## src/hdl/sacl_pkg.sv

```systemverilog
package sacl_pkg;
   localparam int MAX_LINES_DEF = 256;
   localparam int AGE_WIDTH_DEF = 16;
   localparam int ADDR_W = 32;
   localparam int CSR_IDX_W = 3;
   localparam int CSR_DATA_W = 16;
   localparam logic [CSR_IDX_W-1:0] CSR_OFFSET = 3'd0;
   localparam logic [CSR_IDX_W-1:0] CSR_LINES = 3'd1;
   localparam logic [CSR_IDX_W-1:0] CSR_WAYS = 3'd2;
   localparam logic [CSR_IDX_W-1:0] CSR_POLICY = 3'd3;
   localparam logic [CSR_IDX_W-1:0] CSR_SEED = 3'd4;
   localparam logic [1:0] POL_FIFO = 2'd0;
   localparam logic [1:0] POL_LRU = 2'd1;
   localparam logic [1:0] POL_RAND = 2'd2;
   localparam logic [15:0] LFSR_TAPS = 16'hB400;

   // classified lookup handed from front to back
   typedef struct packed {
      logic [7:0]  set_num;
      logic [31:0] tag;
      logic [3:0]  wl;
      logic [3:0]  ll;
      logic [1:0]  pol;
   } req_type;
endpackage

```

## src/hdl/sacl_front.sv

```systemverilog
module sacl_front
   import sacl_pkg::*;
#(
   parameter int MAX_LINES = MAX_LINES_DEF
) (
   input  logic              clock,
   input  logic              reset,
   input  logic              push,
   output logic              full,
   input  logic [ADDR_W-1:0] req_address,
   input  logic [3:0]        skip_bits,
   input  logic [3:0]        lines_log2,
   input  logic [3:0]        ways_log2,
   input  logic [1:0]        policy,
   output logic              q_valid,
   input  logic              q_take,
   output req_type           q_data
);
   localparam int LMAX = $clog2(MAX_LINES + 1) - 1;
   localparam logic [3:0] LMAX4 = 4'(LMAX);
   localparam int QD = 2;
   logic [3:0] ll, wl, sb;
   logic [ADDR_W-1:0] sh;
   req_type item;
   req_type q_ff [QD];
   logic [1:0] cnt_ff, cnt_in;
   logic rp_ff, rp_in, wp_ff, wp_in;
   logic wr, rd;

   always_comb begin
      ll = (lines_log2 > LMAX4) ? LMAX4 : lines_log2;
      wl = (ways_log2 > ll) ? ll : ways_log2;
      sb = ll - wl;
      sh = req_address >> skip_bits;
      item.set_num = 8'(sh & ((ADDR_W'(1) << sb) - ADDR_W'(1)));
      item.tag = ADDR_W'({1'b0, req_address} >> ({1'b0, skip_bits} + {1'b0, sb}));
      item.wl = wl;
      item.ll = ll;
      item.pol = policy;
   end

   assign full = (cnt_ff == 2'(QD));
   assign wr = push && !full;
   assign rd = q_take && q_valid;
   assign q_valid = (cnt_ff != 2'd0);
   assign q_data = q_ff[rp_ff];
   assign cnt_in = cnt_ff + 2'(wr) - 2'(rd);
   assign rp_in = rp_ff ^ rd;
   assign wp_in = wp_ff ^ wr;

   always_ff @(posedge clock) begin
      if (reset) begin
         cnt_ff <= '0;
         rp_ff <= 1'b0;
         wp_ff <= 1'b0;
      end else begin
         cnt_ff <= cnt_in;
         rp_ff <= rp_in;
         wp_ff <= wp_in;
      end
      if (wr) q_ff[wp_ff] <= item;
   end

   assert property (@(posedge clock) disable iff (reset) cnt_ff <= 2'(QD))
      else $error("queue overfilled");
   assert property (@(posedge clock) disable iff (reset)
      (wr && !rd) |=> cnt_ff == $past(cnt_ff) + 2'd1)
      else $error("queue count lost a write");
   assert property (@(posedge clock) disable iff (reset)
      !q_valid |-> !rd) else $error("read of empty queue");
endmodule

```

## config.mk

```make
export PLATFORM = sky130hd
export DESIGN_NAME = sacl_front
export DESIGN_NICKNAME = d
export VERILOG_FILES = /design/src/hdl/sacl_pkg.sv /design/src/hdl/sacl_front.sv
export SDC_FILE = /design/constraint.sdc
export NUM_CORES = 1
export LEC_CHECK = 0
export CORE_AREA = 2 2 104 106
export DETAILED_ROUTE_END_ITERATION = 16
export DIE_AREA = 0 0 106 108
export DONT_BUFFER_PORTS = 1
export PLACE_DENSITY = 0.8
export SLEW_MARGIN = 20
export SYNTH_ARGS = -nofsm -noshare
export SYNTH_HDL_FRONTEND = slang
export SYNTH_SLANG_ARGS = --single-unit
```

## constraint.sdc

```tcl
create_clock -name clock -period 7.6 [get_ports clock]
set_input_delay 1.9 -clock clock [delete_from_list [all_inputs] [get_ports clock]]
set_output_delay 1.9 -clock clock [all_outputs]
set_load 0.005 [all_outputs]
```

==> results.py <==
metrics = {
    "placed_design": {
        "place.detailed.instances": 665,
        "hpwl_um": 10700,
        "pre_cts_ws_ns": 0.666,
        "io_buffers": 0,
        "gp_congestion": 1.03,
    },
    "timing": {
        "slew_headroom": 0.343,
        "whs_ns": 0.586,
        "finalCritPeriodShare": 0.878,
        "finalSetupViolCount": 0,
        "finalHoldViolCount": 0,
        "tightest_slew_ns": 0.985,
        "fmax_ghz": 0.150,
        "rsz0062_at_grt": "false",
        "skew_ns": 0.0112,
        "period_needed_ns": 6.67,
        "tns_ns": 0,
        "fin_ws_ns": 0.928,
        "slew_viol_final": 0,
    },
    "critical_path": {
        "cpLargestDelayFamily": "adder cells",
        "required_ns": 7.69,
        "end_kind": "flop",
        "worstPathArrival_ns": 6.76,
        "cpPeakStageDelay_ns": 1.02,
        "crit_type": "in -> reg",
        "startpoint_type": "input port",
        "critPathSlowestCell": "fa_1",
        "cp_cell_sequence": "and2b_2, inv_1, ha_1, nor2b_4, o2111ai_4, nand2_1, o21ai_0, ha_1, fa_1, fa_1, buf_4, mux4_2, nand2_1, o21ai_1, nor2_1, a211oi_1",
        "crit_fanout": 23,
        "path_buf_inv": 2,
    },
    "power_and_ir_drop": {
        "power_leakage_nw": 2.49,
        "powerDensity_nw_per_um2": 377,
        "finalPower_mw": 2.58,
        "peakVddDrop_uv": 241,
    },
    "hold_path": {
        "hp-class": "reg -> reg",
    },
    "final_layout": {
        "area_growth_pct": 3.73,
        "n_fill_cell": 768,
        "final_common_cell": "edfxtp_1",
        "final_cell_mix": "100 x edfxtp_1, 73 x nand2_1, 61 x mux2_2",
        "fin_cells": 681,
        "layout.nets": 609,
        "drive_gt1_frac": 0.228,
        "diodes": 0,
    },
    "yosys": {
        "synthCells": 556,
        "postSynth.asyncResetShare": 0,
        "syn-num-nets": 625,
        "yosys.area_share.simple": 0.0963,
        "synth_edf_count": 100,
        "synth_fa_ha_area_frac": 0.0383,
        "synthesis.area_sq_um": 6600,
        "syn_avg_cell_area_sq_um": 11.9,
        "yosysSeqAreaShare": 0.467,
        "synth.distinct_cells": 52,
        "synth_xor_area_frac": 0.0144,
        "yosysWarnings": 0,
        "synth_compound_area_frac": 0.0980,
        "synth-seq-cells": 104,
        "synthFlopType": "edfxtp_1",
        "muxShareOfSynthArea": 0.241,
        "synth_top_family_by_area": "multiplexers",
    },
    "clock_tree": {
        "clkSinkCount": 104,
        "hold_buffers": 0,
        "clk_latency_ns": 0.37,
        "cts_tree": "built",
        "root_buffer": "clkbuf_8",
        "post_cts_resized": 0,
        "cts-buffers-inserted": 9,
        "clk_pin_slew_ns": 0.09,
        "htreeDepth": 3,
        "cts_setup_buffers": 0,
        "cts_max_path_buffers": 2,
    },
    "drt": {
        "drtPass1Iterations": 6,
        "drt-vias-per-instance": 6.41,
        "vias": 4368,
        "ant_nets": 0,
        "post_drt_wl_per_cell_um": 21.4,
        "routed_wl_um": 14600,
        "drt_iter0_markers": 395,
        "drc": 0,
    },
    "global_route": {
        "grt_overflow": 0,
        "grt_pass1_vias": 4223,
        "grt_max_degree": 52,
        "grt_pass1_wl_um": 22900,
        "grt_use_total": 0.262,
        "antenna_found_initial": 0,
    },
    "die": {
        "core-area_sq_um": 10200,
        "die-area_sq_um": 11400,
        "rows": 37,
        "num_io_pins": 102,
        "die_width_um": 106,
        "die_y_um": 108,
        "start_util": 0.645,
    },
    "flow_run": {
        "maxCapViolCount": 0,
    },
    "run_status": {
        "status": "complete, no violations",
    },
}
cell usage after synthesis, types with 3 or more instances:
master    number  share of area
edfxtp_1     100           0.45
nand2_1       73          0.042
mux2_2        61           0.10
mux2i_1       39          0.059
a21oi_1       28          0.021
nor2_1        28          0.016
mux4_2        21          0.072
ha_1          17          0.032
o21ai_0       17          0.013
o21ai_1       17          0.013
o211ai_1      16          0.018
inv_1         15         0.0085
a211oi_1      14          0.016
clkbuf_1      12         0.0068
nand3_1       11         0.0083
buf_2         10         0.0076
nor2b_1        7         0.0066
buf_4          5         0.0057
o22ai_1        5         0.0047
xnor2_1        5         0.0066
buf_1          4         0.0023
dfxtp_1        4          0.012
or3_1          4         0.0038
xor2_1         4         0.0053
and3_1         3         0.0028
nand2b_1       3         0.0028
area by class of cell:
cell class / instances / area, sq um / share of cell area
clock buffer: 10 / 128 / 0.0186
clock inverter: 6 / 91.3 / 0.0133
inverter: 17 / 63.8 / 0.00932
multi-input combinational: 398 / 3230 / 0.472
sequential: 104 / 3080 / 0.450
tap: 136 / 170 / 0.0249
timing repair buffer: 10 / 75.1 / 0.0110
final timing paths:
path	start	to	slack, ns	cells past startpoint
max reg2reg	cnt_ff[0]$_SDFF_PP0_	q_ff[1][29]$_DFFE_PP_	5.62	5
min reg2reg	cnt_ff[1]$_SDFF_PP0_	cnt_ff[1]$_SDFF_PP0_	0.59	2
min	cnt_ff[1]$_SDFF_PP0_	cnt_ff[1]$_SDFF_PP0_	0.59	2
max	lines_log2[3]	q_ff[1][27]$_DFFE_PP_	0.93	16
sequential cells by signal (all words and copies together) (netlist names):
name	flops
cnt_ff	2
rp_ff	1
q_ff	100
wp_ff	1
layer usage:
metal	global-route usage	part of all wire	up-vias
met5	0	0	-
met4	0.0639	0.011	0
met3	0.0796	0.093	13
met2	0.408	0.47	209
met1	0.367	0.43	2087
li1	-	-	2059
cell families after synthesis:
| group | Yosys count |
|---|---|
| xor+xnor | 10 |
| mux | 124 |
| fa+ha+maj | 19 |
| compound gates | 104 |
| flops | 104 |
| simple gates | 141 |
| buf+inv | 54 |
worst reg2reg max path, delay by kind of cell, from the launching register on:
kind	cells	cell delay [ns]
AND/OR/NAND/NOR	2	0.21
buffers and inverters	2	0.57
adder cells (fa/ha/maj)	1	0.49
flip-flops	1	0.35
through the flow:
step,area [sq um],util
after floorplan,6600,-
after global placement,6630,0.648
after detailed placement,6630,0.648
after CTS,6850,0.669
after global routing,6850,0.669
final,6850,0.669
power by group:
group	switching (mW)	total, mW	internal (mW)
Clock	0.191	0.379	0.188
Combinational	0.776	1.27	0.494
Sequential	0.0351	0.933	0.898
No activity file was read; power rests on OpenSTA's default activity.
